## config.mk

```make
export PLATFORM = sky130hd
export DESIGN_NAME = thread_scheduler_with_mutexes
export DESIGN_NICKNAME = d
export VERILOG_FILES = /design/src/rtl/core/tsm_pkg.sv /design/src/rtl/core/tsm_ctrl.sv /design/src/rtl/core/tsm_datapath.sv /design/src/rtl/core/thread_scheduler_with_mutexes.sv
export SDC_FILE = /design/constraint.sdc
export NUM_CORES = 1
export LEC_CHECK = 0
export ABC_AREA = 1
export BUFFER_PORTS_ARGS = -buffer_cell sky130_fd_sc_hd__buf_2
export CORE_MARGIN = 2
export CORE_UTILIZATION = 30
export DETAILED_ROUTE_END_ITERATION = 12
export GPL_ROUTABILITY_DRIVEN = 0
export PLACE_DENSITY = 0.48
export SYNTH_ARGS = -nofsm -noshare
export SYNTH_HDL_FRONTEND = slang
export SYNTH_SLANG_ARGS = --single-unit
```

## constraint.sdc

```tcl
create_clock -name aclk -period 9.28 [get_ports aclk]
set_input_delay 0.928 -clock aclk [delete_from_list [all_inputs] [get_ports aclk]]
set_output_delay 0.928 -clock aclk [all_outputs]
set_load 0.005 [all_outputs]
```

## src/rtl/core/tsm_pkg.sv

```systemverilog
`default_nettype none

package tsm_pkg;

    // fixed sizes
    localparam int THREAD_SLOTS = 8;
    localparam int MUTEX_SLOTS  = 8;
    localparam logic [3:0] NO_OWNER = 4'd8;

    // thread status codes
    localparam logic [1:0] TS_WAITING  = 2'd0;
    localparam logic [1:0] TS_ACTIVE   = 2'd1;
    localparam logic [1:0] TS_SLEEPING = 2'd2;
    localparam logic [1:0] TS_BLOCKED  = 2'd3;

    // function codes of an input word
    localparam logic [2:0] FN_START   = 3'd0;
    localparam logic [2:0] FN_TICK    = 3'd1;
    localparam logic [2:0] FN_YIELD   = 3'd2;
    localparam logic [2:0] FN_ACQUIRE = 3'd3;
    localparam logic [2:0] FN_RELEASE = 3'd4;

    // mutex result codes
    localparam logic [2:0] RES_NONE      = 3'd0;
    localparam logic [2:0] RES_ACQUIRED  = 3'd1;
    localparam logic [2:0] RES_BLOCKED   = 3'd2;
    localparam logic [2:0] RES_REPEAT    = 3'd3;
    localparam logic [2:0] RES_HANDED_ON = 3'd4;
    localparam logic [2:0] RES_FREED     = 3'd5;
    localparam logic [2:0] RES_NOT_OWNER = 3'd6;

    // configuration register indexes
    localparam logic [2:0] CFG_THREAD_COUNT = 3'd0;
    localparam logic [2:0] CFG_IDLE_THREAD  = 3'd1;
    localparam logic [2:0] CFG_MUTEX_COUNT  = 3'd2;
    localparam logic [2:0] CFG_TIMESLICE    = 3'd3;
    localparam logic [2:0] CFG_SLEEP        = 3'd4;

    typedef struct packed {
        logic [2:0] func;
        logic [2:0] mutex_id;
    } tsm_in_t;

    typedef struct packed {
        logic [2:0] running_thread;
        logic       switch_request;
        logic [2:0] mutex_result;
        logic [3:0] new_owner;
    } tsm_out_t;

    // datapath commands
    typedef enum logic [3:0] {
        CMD_NONE,
        CMD_LOAD,
        CMD_START,
        CMD_TICK_STEP,
        CMD_TICK_CHECK,
        CMD_YIELD,
        CMD_ACQUIRE,
        CMD_REL_STEP,
        CMD_REL_APPLY,
        CMD_SCHED_INIT,
        CMD_SCHED_STEP
    } tsm_cmd_e;

    typedef struct packed {
        tsm_cmd_e cmd;
        logic     load_result;
    } tsm_ctrl_t;

    typedef struct packed {
        logic [2:0] func;
        logic       walk_last;
        logic       tick_expire;
        logic       acq_block;
        logic       sched_multi;
        logic       sched_end;
        logic       out_free;
    } tsm_stat_t;

    // a mod n for a <= 8, 2 <= n <= 8
    function automatic logic [2:0] mod_small(input logic [3:0] a, input logic [3:0] n);
        logic [3:0] r;
        r = a;
        for (int k = 0; k < 4; k++) begin
            if (r >= n) begin
                r = r - n;
            end
        end
        return r[2:0];
    endfunction

endpackage

`default_nettype wire

```

## src/rtl/core/tsm_ctrl.sv

```systemverilog
`default_nettype none

module tsm_ctrl import tsm_pkg::*; (
    input  wire logic      aclk,
    input  wire logic      aresetn,
    input  wire logic      s_valid,
    output logic           s_ready,
    input  wire tsm_stat_t stat,
    output tsm_ctrl_t      ctrl
);

    typedef enum logic [8:0] {
        ST_IDLE      = 9'b000000001,
        ST_DECODE    = 9'b000000010,
        ST_TICK      = 9'b000000100,
        ST_TICK_CHK  = 9'b000001000,
        ST_REL       = 9'b000010000,
        ST_REL_APPLY = 9'b000100000,
        ST_SCHED_INI = 9'b001000000,
        ST_SCHED     = 9'b010000000,
        ST_DONE      = 9'b100000000
    } state_t;

    state_t state_reg, state_next;

    // next state and command
    always_comb begin
        state_next       = state_reg;
        ctrl.cmd         = CMD_NONE;
        ctrl.load_result = 1'b0;
        s_ready          = 1'b0;
        unique case (state_reg)
            ST_IDLE: begin
                s_ready = 1'b1;
                if (s_valid) begin
                    ctrl.cmd   = CMD_LOAD;
                    state_next = ST_DECODE;
                end
            end
            ST_DECODE: begin
                case (stat.func)
                    FN_START: begin
                        ctrl.cmd   = CMD_START;
                        state_next = ST_DONE;
                    end
                    FN_TICK:    state_next = ST_TICK;
                    FN_YIELD: begin
                        ctrl.cmd   = CMD_YIELD;
                        state_next = ST_SCHED_INI;
                    end
                    FN_ACQUIRE: begin
                        ctrl.cmd   = CMD_ACQUIRE;
                        state_next = stat.acq_block ? ST_SCHED_INI : ST_DONE;
                    end
                    FN_RELEASE: state_next = ST_REL;
                    default:    state_next = ST_DONE;
                endcase
            end
            ST_TICK: begin
                ctrl.cmd = CMD_TICK_STEP;
                if (stat.walk_last) begin
                    state_next = ST_TICK_CHK;
                end
            end
            ST_TICK_CHK: begin
                ctrl.cmd   = CMD_TICK_CHECK;
                state_next = stat.tick_expire ? ST_SCHED_INI : ST_DONE;
            end
            ST_REL: begin
                ctrl.cmd = CMD_REL_STEP;
                if (stat.walk_last) begin
                    state_next = ST_REL_APPLY;
                end
            end
            ST_REL_APPLY: begin
                ctrl.cmd   = CMD_REL_APPLY;
                state_next = ST_DONE;
            end
            ST_SCHED_INI: begin
                ctrl.cmd   = CMD_SCHED_INIT;
                state_next = stat.sched_multi ? ST_SCHED : ST_DONE;
            end
            ST_SCHED: begin
                ctrl.cmd = CMD_SCHED_STEP;
                if (stat.sched_end) begin
                    state_next = ST_DONE;
                end
            end
            ST_DONE: begin
                if (stat.out_free) begin
                    ctrl.load_result = 1'b1;
                    state_next       = ST_IDLE;
                end
            end
            default: state_next = ST_IDLE;
        endcase
    end

    always_ff @(posedge aclk) begin
        if (!aresetn) begin
            state_reg <= ST_IDLE;
        end else begin
            state_reg <= state_next;
        end
    end

endmodule

`default_nettype wire

```

## src/rtl/core/tsm_datapath.sv

```systemverilog
`default_nettype none

module tsm_datapath import tsm_pkg::*; #(
    parameter int TIMER_WIDTH = 16
) (
    input  wire logic        aclk,
    input  wire logic        aresetn,
    input  wire tsm_in_t     s_data,
    input  wire tsm_ctrl_t   ctrl,
    input  wire logic        out_free,
    output tsm_stat_t        stat,
    output tsm_out_t         result,
    input  wire logic        cfg_we,
    input  wire logic [2:0]  cfg_index,
    input  wire logic [63:0] cfg_data
);

    localparam int TW = TIMER_WIDTH;
    localparam logic [TW-1:0] TMAX = {1'b0, {(TW-1){1'b1}}};
    localparam logic [TW-1:0] TMIN = {1'b1, {(TW-1){1'b0}}};

    typedef logic signed [TW-1:0] timer_t;

    // configuration
    logic [3:0]  thread_count_reg, thread_count_next;
    logic [2:0]  idle_thread_reg, idle_thread_next;
    logic [3:0]  mutex_count_reg, mutex_count_next;
    logic [63:0] slice_tab_reg, slice_tab_next;
    logic [63:0] sleep_tab_reg, sleep_tab_next;

    // thread and mutex state
    logic [1:0] status_reg [THREAD_SLOTS];
    logic [1:0] status_next [THREAD_SLOTS];
    timer_t     timer_reg [THREAD_SLOTS];
    timer_t     timer_next [THREAD_SLOTS];
    logic [3:0] wait_for_reg [THREAD_SLOTS];
    logic [3:0] wait_for_next [THREAD_SLOTS];
    logic       mfree_reg [MUTEX_SLOTS];
    logic       mfree_next [MUTEX_SLOTS];
    logic [3:0] holder_reg [MUTEX_SLOTS];
    logic [3:0] holder_next [MUTEX_SLOTS];
    logic [2:0] cur_reg, cur_next;
    logic       wake_reg, wake_next;
    logic       from_idle_reg, from_idle_next;

    // per-word work registers
    logic [2:0] func_reg, func_next;
    logic [2:0] mid_reg, mid_next;
    logic [3:0] idx_reg, idx_next;
    logic [2:0] cand_reg, cand_next;
    logic [2:0] best_reg, best_next;
    timer_t     best_tmr_reg, best_tmr_next;
    logic       found_reg, found_next;
    logic       sw_reg, sw_next;
    logic [2:0] res_reg, res_next;
    logic [3:0] owner_reg, owner_next;

    logic [3:0] n_thr;
    logic [3:0] n_mtx;
    logic [2:0] walk_i;
    logic       mutex_ok;
    logic [3:0] cur_ext;
    timer_t     dec_val;
    logic [7:0] sleep_cur;

    // saturating load of an unsigned table byte
    function automatic timer_t sat_load(input logic [7:0] b);
        logic [32:0] wide;
        logic [32:0] lim;
        wide = {25'd0, b};
        lim  = {{(33-TW){1'b0}}, TMAX};
        if (wide > lim) begin
            return TMAX;
        end
        return wide[TW-1:0];
    endfunction

    function automatic timer_t sat_dec(input timer_t t);
        if (t == TMIN) begin
            return t;
        end
        return t - timer_t'(1);
    endfunction

    function automatic logic le_zero(input timer_t t);
        return t[TW-1] || (t == '0);
    endfunction

    assign n_thr     = (thread_count_reg > 4'd8) ? 4'd8 : thread_count_reg;
    assign n_mtx     = (mutex_count_reg > 4'd8) ? 4'd8 : mutex_count_reg;
    assign walk_i    = idx_reg[2:0];
    assign mutex_ok  = {1'b0, mid_reg} < n_mtx;
    assign cur_ext   = {1'b0, cur_reg};
    assign dec_val   = (status_reg[walk_i] != TS_WAITING) ? sat_dec(timer_reg[walk_i])
                                                          : timer_reg[walk_i];
    assign sleep_cur = sleep_tab_reg[{cur_reg, 3'b000} +: 8];

    // status toward the controller
    assign stat.func        = func_reg;
    assign stat.walk_last   = ({1'b0, idx_reg} + 5'd1) >= {1'b0, n_thr};
    assign stat.tick_expire = (le_zero(timer_reg[cur_reg])
                               && (status_reg[cur_reg] != TS_BLOCKED)) || wake_reg;
    assign stat.acq_block   = mutex_ok && !mfree_reg[mid_reg]
                              && (holder_reg[mid_reg] != cur_ext);
    assign stat.sched_multi = n_thr > 4'd1;
    assign stat.sched_end   = (status_reg[cand_reg] == TS_WAITING)
                              || (({1'b0, idx_reg} + 5'd1) >= {1'b0, n_thr});
    assign stat.out_free    = out_free;

    assign result.running_thread = cur_reg;
    assign result.switch_request = sw_reg;
    assign result.mutex_result   = res_reg;
    assign result.new_owner      = owner_reg;

    // datapath operations
    always_comb begin
        thread_count_next = thread_count_reg;
        idle_thread_next  = idle_thread_reg;
        mutex_count_next  = mutex_count_reg;
        slice_tab_next    = slice_tab_reg;
        sleep_tab_next    = sleep_tab_reg;
        status_next       = status_reg;
        timer_next        = timer_reg;
        wait_for_next     = wait_for_reg;
        mfree_next        = mfree_reg;
        holder_next       = holder_reg;
        cur_next          = cur_reg;
        wake_next         = wake_reg;
        from_idle_next    = from_idle_reg;
        func_next         = func_reg;
        mid_next          = mid_reg;
        idx_next          = idx_reg;
        cand_next         = cand_reg;
        best_next         = best_reg;
        best_tmr_next     = best_tmr_reg;
        found_next        = found_reg;
        sw_next           = sw_reg;
        res_next          = res_reg;
        owner_next        = owner_reg;

        // configuration writes, to be made only while idle; the block itself does not enforce it
        if (cfg_we) begin
            unique case (cfg_index)
                CFG_THREAD_COUNT: thread_count_next = cfg_data[3:0];
                CFG_IDLE_THREAD:  idle_thread_next  = cfg_data[2:0];
                CFG_MUTEX_COUNT: begin
                    mutex_count_next = cfg_data[3:0];
                    for (int k = 0; k < MUTEX_SLOTS; k++) begin
                        mfree_next[k]  = 1'b1;
                        holder_next[k] = NO_OWNER;
                    end
                end
                CFG_TIMESLICE: slice_tab_next = cfg_data;
                CFG_SLEEP:     sleep_tab_next = cfg_data;
                default: ;
            endcase
        end

        unique case (ctrl.cmd)
            CMD_LOAD: begin
                func_next      = s_data.func;
                mid_next       = s_data.mutex_id;
                idx_next       = '0;
                sw_next        = 1'b0;
                res_next       = RES_NONE;
                owner_next     = NO_OWNER;
                found_next     = 1'b0;
                from_idle_next = 1'b0;
            end
            CMD_START: begin
                cur_next = '0;
                if (n_thr != 4'd0) begin
                    status_next[0] = TS_ACTIVE;
                    sw_next        = 1'b1;
                end
            end
            CMD_TICK_STEP: begin
                if (idx_reg < n_thr) begin
                    if ((status_reg[walk_i] == TS_SLEEPING) && le_zero(dec_val)) begin
                        status_next[walk_i] = TS_WAITING;
                        timer_next[walk_i]  = sat_load(slice_tab_reg[{walk_i, 3'b000} +: 8]);
                        if (cur_reg == idle_thread_reg) begin
                            wake_next = 1'b1;
                        end
                    end else begin
                        timer_next[walk_i] = dec_val;
                    end
                end
                idx_next = idx_reg + 4'd1;
            end
            CMD_TICK_CHECK: begin
                if (stat.tick_expire) begin
                    // current thread gives up the processor; sleeps or gets its slice reloaded
                    if (sleep_cur != 8'd0) begin
                        status_next[cur_reg] = TS_SLEEPING;
                        timer_next[cur_reg]  = sat_load(sleep_cur);
                    end else begin
                        status_next[cur_reg] = TS_WAITING;
                        timer_next[cur_reg]  =
                            sat_load(slice_tab_reg[{cur_reg, 3'b000} +: 8]);
                    end
                    from_idle_next = wake_reg;
                    wake_next      = 1'b0;
                    sw_next        = 1'b1;
                end
            end
            CMD_YIELD: begin
                if (sleep_cur != 8'd0) begin
                    status_next[cur_reg] = TS_SLEEPING;
                    timer_next[cur_reg]  = sat_load(sleep_cur);
                end else begin
                    status_next[cur_reg] = TS_WAITING;
                end
                sw_next = 1'b1;
            end
            CMD_ACQUIRE: begin
                if (mutex_ok) begin
                    if (mfree_reg[mid_reg]) begin
                        mfree_next[mid_reg]  = 1'b0;
                        holder_next[mid_reg] = cur_ext;
                        res_next             = RES_ACQUIRED;
                        owner_next           = cur_ext;
                    end else if (holder_reg[mid_reg] != cur_ext) begin
                        status_next[cur_reg]   = TS_BLOCKED;
                        timer_next[cur_reg]    = '0;
                        wait_for_next[cur_reg] = {1'b0, mid_reg};
                        res_next               = RES_BLOCKED;
                        sw_next                = 1'b1;
                        owner_next             = holder_reg[mid_reg];
                    end else begin
                        res_next   = RES_REPEAT;
                        owner_next = holder_reg[mid_reg];
                    end
                end
            end
            CMD_REL_STEP: begin
                // longest waiter: smallest timer, lowest index on ties
                if (idx_reg < n_thr) begin
                    if ((status_reg[walk_i] == TS_BLOCKED)
                        && (wait_for_reg[walk_i] == {1'b0, mid_reg})) begin
                        if (!found_reg || (timer_reg[walk_i] < best_tmr_reg)) begin
                            best_next     = walk_i;
                            best_tmr_next = timer_reg[walk_i];
                        end
                        found_next = 1'b1;
                    end
                end
                idx_next = idx_reg + 4'd1;
            end
            CMD_REL_APPLY: begin
                if (mutex_ok) begin
                    if (holder_reg[mid_reg] == cur_ext) begin
                        if (found_reg) begin
                            status_next[best_reg]   = TS_WAITING;
                            timer_next[best_reg]    =
                                sat_load(slice_tab_reg[{best_reg, 3'b000} +: 8]);
                            wait_for_next[best_reg] = NO_OWNER;
                            mfree_next[mid_reg]     = 1'b0;
                            holder_next[mid_reg]    = {1'b0, best_reg};
                            res_next                = RES_HANDED_ON;
                            owner_next              = {1'b0, best_reg};
                        end else begin
                            mfree_next[mid_reg]  = 1'b1;
                            holder_next[mid_reg] = NO_OWNER;
                            res_next             = RES_FREED;
                            owner_next           = NO_OWNER;
                        end
                    end else begin
                        res_next   = RES_NOT_OWNER;
                        owner_next = holder_reg[mid_reg];
                    end
                end
            end
            CMD_SCHED_INIT: begin
                idx_next = '0;
                if (n_thr > 4'd1) begin
                    if (from_idle_reg || (cur_reg == idle_thread_reg)) begin
                        cand_next = mod_small({1'b0, idle_thread_reg}, n_thr);
                    end else begin
                        cand_next = mod_small(cur_ext + 4'd1, n_thr);
                    end
                end else begin
                    status_next[cur_reg] = TS_ACTIVE;
                end
            end
            CMD_SCHED_STEP: begin
                if (status_reg[cand_reg] == TS_WAITING) begin
                    cur_next              = cand_reg;
                    status_next[cand_reg] = TS_ACTIVE;
                end else if (({1'b0, idx_reg} + 5'd1) >= {1'b0, n_thr}) begin
                    // nobody waits: fall back to the idle thread
                    cur_next                     = idle_thread_reg;
                    status_next[idle_thread_reg] = TS_ACTIVE;
                end else begin
                    cand_next = (({1'b0, cand_reg} + 4'd1) == n_thr) ? 3'd0
                                                                     : cand_reg + 3'd1;
                    idx_next  = idx_reg + 4'd1;
                end
            end
            default: ;
        endcase
    end

    // control state
    always_ff @(posedge aclk) begin
        if (!aresetn) begin
            thread_count_reg <= 4'd1;
            idle_thread_reg  <= '0;
            mutex_count_reg  <= '0;
            slice_tab_reg    <= '0;
            sleep_tab_reg    <= '0;
            for (int k = 0; k < THREAD_SLOTS; k++) begin
                status_reg[k]   <= TS_WAITING;
                timer_reg[k]    <= '0;
                wait_for_reg[k] <= NO_OWNER;
            end
            for (int k = 0; k < MUTEX_SLOTS; k++) begin
                mfree_reg[k]  <= 1'b1;
                holder_reg[k] <= NO_OWNER;
            end
            cur_reg       <= '0;
            wake_reg      <= 1'b0;
            from_idle_reg <= 1'b0;
            idx_reg       <= '0;
            found_reg     <= 1'b0;
        end else begin
            thread_count_reg <= thread_count_next;
            idle_thread_reg  <= idle_thread_next;
            mutex_count_reg  <= mutex_count_next;
            slice_tab_reg    <= slice_tab_next;
            sleep_tab_reg    <= sleep_tab_next;
            status_reg       <= status_next;
            timer_reg        <= timer_next;
            wait_for_reg     <= wait_for_next;
            mfree_reg        <= mfree_next;
            holder_reg       <= holder_next;
            cur_reg          <= cur_next;
            wake_reg         <= wake_next;
            from_idle_reg    <= from_idle_next;
            idx_reg          <= idx_next;
            found_reg        <= found_next;
        end
    end

    // per-word payload
    always_ff @(posedge aclk) begin
        func_reg     <= func_next;
        mid_reg      <= mid_next;
        cand_reg     <= cand_next;
        best_reg     <= best_next;
        best_tmr_reg <= best_tmr_next;
        sw_reg       <= sw_next;
        res_reg      <= res_next;
        owner_reg    <= owner_next;
    end

endmodule

`default_nettype wire

```

## src/rtl/core/thread_scheduler_with_mutexes.sv

```systemverilog
// Flow: start, acquire without blocking and unknown words go straight from decode to the result
//   register; tick and release first walk the n configured threads, one per cycle, and a
//   reschedule adds a search over up to n candidate threads.
// Throughput: one word at a time; the next word is taken as soon as the result is registered.
// Reset: aresetn synchronous, active low; all threads waiting, mutexes free, thread 0 current.
`default_nettype none

module thread_scheduler_with_mutexes import tsm_pkg::*; #(
    parameter int TIMER_WIDTH = 16
) (
    input  wire logic        aclk,
    input  wire logic        aresetn,
    input  wire logic        s_valid,
    output logic             s_ready,
    input  wire tsm_in_t     s_data,
    output logic             m_valid,
    input  wire logic        m_ready,
    output tsm_out_t         m_data,
    input  wire logic        cfg_we,
    input  wire logic [2:0]  cfg_index,
    input  wire logic [63:0] cfg_data
);

    tsm_ctrl_t ctrl;
    tsm_stat_t stat;
    tsm_out_t  result;
    logic      out_free;

    logic     out_valid_reg, out_valid_next;
    tsm_out_t out_data_reg, out_data_next;

    tsm_ctrl u_ctrl (
        .aclk    (aclk),
        .aresetn (aresetn),
        .s_valid (s_valid),
        .s_ready (s_ready),
        .stat    (stat),
        .ctrl    (ctrl)
    );

    tsm_datapath #(
        .TIMER_WIDTH (TIMER_WIDTH)
    ) u_datapath (
        .aclk      (aclk),
        .aresetn   (aresetn),
        .s_data    (s_data),
        .ctrl      (ctrl),
        .out_free  (out_free),
        .stat      (stat),
        .result    (result),
        .cfg_we    (cfg_we),
        .cfg_index (cfg_index),
        .cfg_data  (cfg_data)
    );

    // output register
    assign out_free = !out_valid_reg || m_ready;

    always_comb begin
        out_valid_next = out_valid_reg;
        out_data_next  = out_data_reg;
        if (ctrl.load_result) begin
            out_valid_next = 1'b1;
            out_data_next  = result;
        end else if (m_ready) begin
            out_valid_next = 1'b0;
        end
    end

    always_ff @(posedge aclk) begin
        if (!aresetn) begin
            out_valid_reg <= 1'b0;
        end else begin
            out_valid_reg <= out_valid_next;
        end
    end

    always_ff @(posedge aclk) begin
        out_data_reg <= out_data_next;
    end

    assign m_valid = out_valid_reg;
    assign m_data  = out_data_reg;

endmodule

`default_nettype wire

```

==> results of run 1 <==
## worst max-delay path: cells and delay by family (launching register included)
| family | cells | cell delay, ns |
|---|---|---|
| simple gates | 8 | 0.85 |
| flops | 1 | 0.80 |
| buf+inv | 3 | 0.26 |
| mux | 1 | 0.33 |
| xor+xnor | 1 | 0.13 |
| compound gates | 9 | 2.15 |
| fa+ha+maj | 8 | 2.75 |
## cell usage after synthesis (47+ instances only)
master,n
o21ai_0,304
clkbuf_1,177
edfxtp_1,47
nand4_1,48
nand3_1,357
nor2_1,396
o22ai_1,116
a21oi_1,426
o211ai_1,76
nand2_1,995
inv_1,551
dfxtp_1,375
ha_1,60
nor3_1,111
## path summary, 6_finish.rpt
kind	cells after the start	end	slack [ns]	from
max	30	u_datapath.cand_reg[0]	1.78	u_datapath.cur_reg[0]
min reg2reg	0	m_data[0]	0.42	u_datapath.owner_reg[0]
max reg2reg	30	u_datapath.cand_reg[0]	1.78	u_datapath.cur_reg[0]
min	0	m_data[0]	0.42	u_datapath.owner_reg[0]
## routing by layer
metal	vias to the layer above	part of all wire [%]	GRT usage, %
met2	1611	43	41.28
li1	14970	-	-
met3	342	9.3	5.279
met4	2	5.4	13.56
met5	-	0.010	0
met1	14860	42	35.76
## power groups by stage
stage / registers [mW] / logic (mW) / clock network [mW]
floorplan: 2.03 / 2.45 / 0
global placement: 2.10 / 3.70 / 0
detailed placement: 2.10 / 3.70 / 0
CTS: 2.06 / 3.71 / 2.31
global route: 2.07 / 4.12 / 2.37
finish: 2.06 / 3.81 / 2.27
## cell type report
cell class / count / area [sq um]
antenna: 1 / 2.502
clock buffer: 82 / 1609
clock inverter: 18 / 272.8
fill: 10400 / 61600
inverter: 572 / 2150
multi-input combinational: 3203 / 16220
sequential: 422 / 8922
tap: 1254 / 1569
timing repair buffer: 160 / 984.7
## stage by stage
step | cells | setup WS [ns] | power [mW] | hold slack [ns] | utilization (%)
5_1_grt | 5711 | 1.334 | 8.562 | 0.4251 | 34.00
3_3_place_gp | 5611 | 1.900 | 5.799 | 0.4048 | 31.98
2_1_floorplan | 4443 | 2.452 | 4.478 | 0.4003 | -
6_report | 5712 | 1.781 | 8.144 | 0.4167 | 34.00
4_1_cts | 5711 | 1.854 | 8.075 | 0.4149 | 34.00
3_5_place_dp | 5611 | 1.827 | 5.794 | 0.4045 | 31.98
## cell families (layout without fill, tap and decap cells)
logic type                 count (synthesis)  count (layout)  share of synthesized area [%]
AOI/OAI and AO/OA                       1133            1133                          23.49
xor gates and xnor gates                  27              27                         0.8371
adders and majority gates                 68              68                          3.225
buffers and inverters                    818             832                          11.33
DFF                                      422             422                          31.57
muxes                                      1               1                        0.03986
other                                      0               1                              0
and+or+nand+nor                         1974            1974                          29.51
==> results.py, run 1 <==
metrics = {
    "drt": {
        "wl_um": 135000,
        "wl_per_cell_um": 23.64,
        "ant_nets": 0,
        "vias": 31780,
        "first_pass_iters": 7,
        "drt_iter0_markers": 3988,
        "drc": 0,
        "via_per_inst": 5.563,
    },
    "setup_path": {
        "critPathMaxFanout": 15,
        "worstSetupPathType": "reg -> reg",
        "cp_slowest_cell": "dfxtp_1",
        "arrival_ns": 7.87,
        "path_common_cell": "ha_1",
        "end_kind": "flop",
        "startpoint_type": "flop",
        "worst_ep_required_time_ns": 9.65,
        "critPathMaxStageDelay_ns": 0.80,
    },
    "clocking": {
        "clk_path_buf_depth": 3,
        "cts_tree": "built",
        "clock_sinks": 422,
        "clk-insertion-delay-late_ns": 0.69,
        "cts_resized": 0,
        "hold_buffers": 0,
        "clockRootBuffer": "clkbuf_16",
        "numCtsBuffers": 53,
        "htree_levels": 2,
        "clk_pin_slew_ns": 0.06,
        "cts_setup_buffers": 0,
    },
    "yosys": {
        "yosys_register_bits": 422,
        "ys_types": 57,
        "syn_inst": 4443,
        "synth_area_sq_mm": 0.02825,
        "ys.flop_type": "dfxtp_1",
        "synth_area_per_cell_sq_um": 6.358,
        "async_reset_ff_share_pct": 0,
        "synth.net_count": 4589,
        "synth_edf_count": 47,
        "synthTopCellsByArea": "dfxtp_1 27%, nand2_1 13%, a21oi_1 7.5%",
        "synth_seq_area_share_pct": 31.57,
        "synth_top_area_share_pct": 26.58,
        "ys.warnings.count": 0,
        "synth_top_area_cell": "dfxtp_1",
    },
    "job": {
        "cap_violations": 0,
    },
    "timing": {
        "hold_viol": 0,
        "fin_tns_setup_ns": 0,
        "fin_skew_ns": 0.06059,
        "clock.fmax_ghz": 0.1334,
        "min_period_over_period_pct": 80.81,
        "rsz0062_at_grt": "no",
        "period_minus_slack_ns": 7.499,
        "setup_viol": 0,
        "drv_slew": 0,
        "slew_headroom_pct": 18.24,
        "tightest_slew_ns": 1.223,
    },
    "die": {
        "core_area_sq_mm": 0.09333,
        "row_count": 112,
        "io_pins": 91,
        "initial_core_util_pct": 30.27,
        "fp.dieH_um": 310.9,
        "fp.dieW_um": 310.9,
        "fp.dieArea_sq_mm": 0.09663,
    },
    "placed_design": {
        "io_buffer_count": 90,
        "place_hpwl_um": 94760,
        "dpl_cell_area_sq_mm": 0.02985,
    },
    "pwr": {
        "p_leak_nw": 13.30,
        "p_switching_mw": 3.886,
        "ir_drop_mv": 0.2079,
        "comb_power_share_pct": 46.8,
        "p_int_mw": 4.259,
        "clkPwrFrac_pct": 27.9,
        "power_frac_seq_pct": 25.3,
        "sw_frac_of_total_pct": 47.71,
        "power_density_mw_per_mm2": 256.7,
    },
    "cells_and_area": {
        "layout_commonest_cell": "nand2_1",
        "drive_gt1_share_pct": 6.910,
        "largest_reg_flops": 128,
        "finalInstanceArea_sq_mm": 0.03173,
        "areaGrowthSynthToFinish_pct": 12.33,
        "nNetsFinal": 4558,
        "layout_common_cells": "994 x nand2_1, 551 x inv_1, 425 x a21oi_1, 383 x nor2_1, 374 x dfxtp_1",
    },
    "grt": {
        "grt_pass1_wl_um": 197400,
        "grt_overflow": 0,
        "grt_pass1_vias": 29160,
        "grt_max_degree": 97,
        "grt_util_all_layers_pct": 26.87,
        "antenna_found_initial": 3,
    },
    "run_status": {
        "run_status": "finished clean",
    },
    "min_path": {
        "min_path_type": "reg -> reg",
    },
}
No activity file was read; power rests on OpenSTA's default activity.
==> inputs of run 2 (changes only) <==
PLACE_DENSITY = 0.5   (was 0.48)
clock period = 6.2 ns   (was 9.28 ns; I/O delays follow)
==> results.py, run 2 (same netlist as run 1, synthesis figures left out) <==
metrics = {
    "clocking": {
        "clk-insertion-delay-late_ns": 0.67,
        "clk_pin_slew_ns": 0.06,
        "cts_tree": "built",
        "clockRootBuffer": "clkbuf_16",
        "numCtsBuffers": 53,
        "clock_sinks": 422,
        "clk_path_buf_depth": 3,
        "htree_levels": 2,
    },
    "pwr": {
        "ir_drop_mv": 0.5047,
        "p_leak_nw": 13.54,
        "total_power_mw": 12.54,
        "power_density_mw_per_mm2": 388.6,
    },
    "timing": {
        "hold_viol": 0,
        "min_period_over_period_pct": 95.28,
        "whs_ns": 0.1564,
        "slew_headroom_pct": 6.034,
        "clock.fmax_ghz": 0.1693,
        "drv_slew": 0,
        "tightest_slew_ns": 1.408,
        "period_minus_slack_ns": 5.907,
        "setup_viol": 0,
        "fin_skew_ns": 0.04582,
    },
    "setup_path": {
        "startpoint_type": "flop",
        "critPathMaxStageDelay_ns": 0.42,
        "cp_top_family": "adder cells",
        "worst_ep_required_time_ns": 6.57,
        "critPathMaxFanout": 5,
        "worstSetupPathType": "reg -> reg",
        "cp_slowest_cell": "fa_1",
        "arrival_ns": 6.28,
        "crit_buf_inv": 4,
        "end_kind": "flop",
    },
    "min_path": {
        "min_path_type": "in -> reg",
    },
    "grt": {
        "grt_util_all_layers_pct": 26.79,
        "grt_pass1_vias": 29800,
        "grt_max_degree": 133,
        "grt_overflow": 0,
        "antenna_found_initial": 3,
        "grt_pass1_wl_um": 198100,
    },
    "cells_and_area": {
        "drive_gt1_share_pct": 8.948,
        "areaGrowthSynthToFinish_pct": 14.20,
        "nNetsFinal": 4616,
        "layout_common_cells": "992 x nand2_1, 549 x inv_1, 422 x a21oi_1, 380 x nor2_1, 373 x dfxtp_1",
        "largest_reg_flops": 128,
        "layout_commonest_cell": "nand2_1",
    },
    "drt": {
        "wl_per_cell_um": 23.35,
        "ant_nets": 0,
        "vias": 32590,
        "via_per_inst": 5.648,
        "drc": 0,
        "first_pass_iters": 7,
        "wl_um": 134800,
        "drt_iter0_markers": 4432,
    },
    "die": {
        "fp.dieW_um": 310.9,
        "io_pins": 91,
        "fp.dieH_um": 310.9,
        "initial_core_util_pct": 30.27,
        "row_count": 112,
        "core_area_sq_mm": 0.09333,
        "fp.dieArea_sq_mm": 0.09663,
    },
    "run_status": {
        "run_status": "finished clean",
    },
    "placed_design": {
        "place_hpwl_um": 95290,
        "io_buffer_count": 90,
    },
    "job": {
        "cap_violations": 0,
    },
}
[run 2: cell types whose count changed in the layout (fill, tap and decap cells not counted), moves of 6 or more]
cell | previous run | this run
fa_2 | 0 | 6
buf_4 | 70 | 127
o21ai_2 | 2 | 9
fa_1 | 8 | 2
clkinv_2 | 6 | 14
ha_1 | 60 | 54
o21ai_1 | 6 | 12
o21ai_0 | 304 | 291
[run 2: cell type report]
type,instances,area (sq um)
Fill cell,10410,61070
Tap cell,1254,1569
Sequential cell,422,8924
Clock buffer,75,1499
Multi-Input combinational cell,3203,16410
Inverter,572,2151
Timing Repair Buffer,218,1433
Antenna cell,2,5.005
Clock inverter,25,267.8
[run 2: path summary, 6_finish.rpt]
| path | from | to | slack [ns] | cells past startpoint |
|---|---|---|---|---|
| setup / recovery | u_datapath.cur_reg[0] | u_datapath.cand_reg[0] | 0.29 | 29 |
| hold / removal | s_data[2] | u_datapath.mid_reg[2] | 0.16 | 1 |
| hold reg to reg | u_datapath.res_reg[2] | m_data[6] | 0.41 | 0 |
| setup reg to reg | u_datapath.cur_reg[0] | u_datapath.cand_reg[0] | 0.29 | 29 |
[run 2: timing repair]
item / 4_1_cts / 5_1_grt
pin swaps: 3 / 17
gates resized for setup: 10 / 39
gates cloned: 0 / 0
setup buffers: 1 / 8
endpoints found under the setup margin: 3 / 3
hold buffers: 0 / 0
[run 2: power breakdown]
part / internal [mW] / switching, mW / total, mW
combinational: 1.86 / 4.40 / 6.26
clock: 1.82 / 1.39 / 3.21
sequential: 2.93 / 0.138 / 3.07
total: 6.61 / 5.93 / 12.5
[run 2: routing by layer]
metal / vias to the layer above / track usage (%) / share of wire [%]
li1: 15060 / - / -
met4: 2 / 14.03 / 5.9
met5: - / 0 / 0.013
met3: 424 / 6.592 / 10
met1: 15280 / 35.21 / 41
met2: 1828 / 40.45 / 42
[run 2: per-stage QoR]
step | setup WS, ns | std cells | utilization [%] | TNS [ns] | area, sq um
after global routing | -0.007834 | 5769 | 34.56 | -0.007834 | 32250
after detailed placement | -0.1828 | 5660 | 32.40 | -0.5400 | 30240
final | 0.2927 | 5771 | 34.57 | 0 | 32260
after CTS | 0.04571 | 5761 | 34.32 | 0 | 32030
after floorplan | 0.02050 | 4443 | - | 0 | 28290
after global placement | -0.1403 | 5660 | 32.40 | -0.3966 | 30240
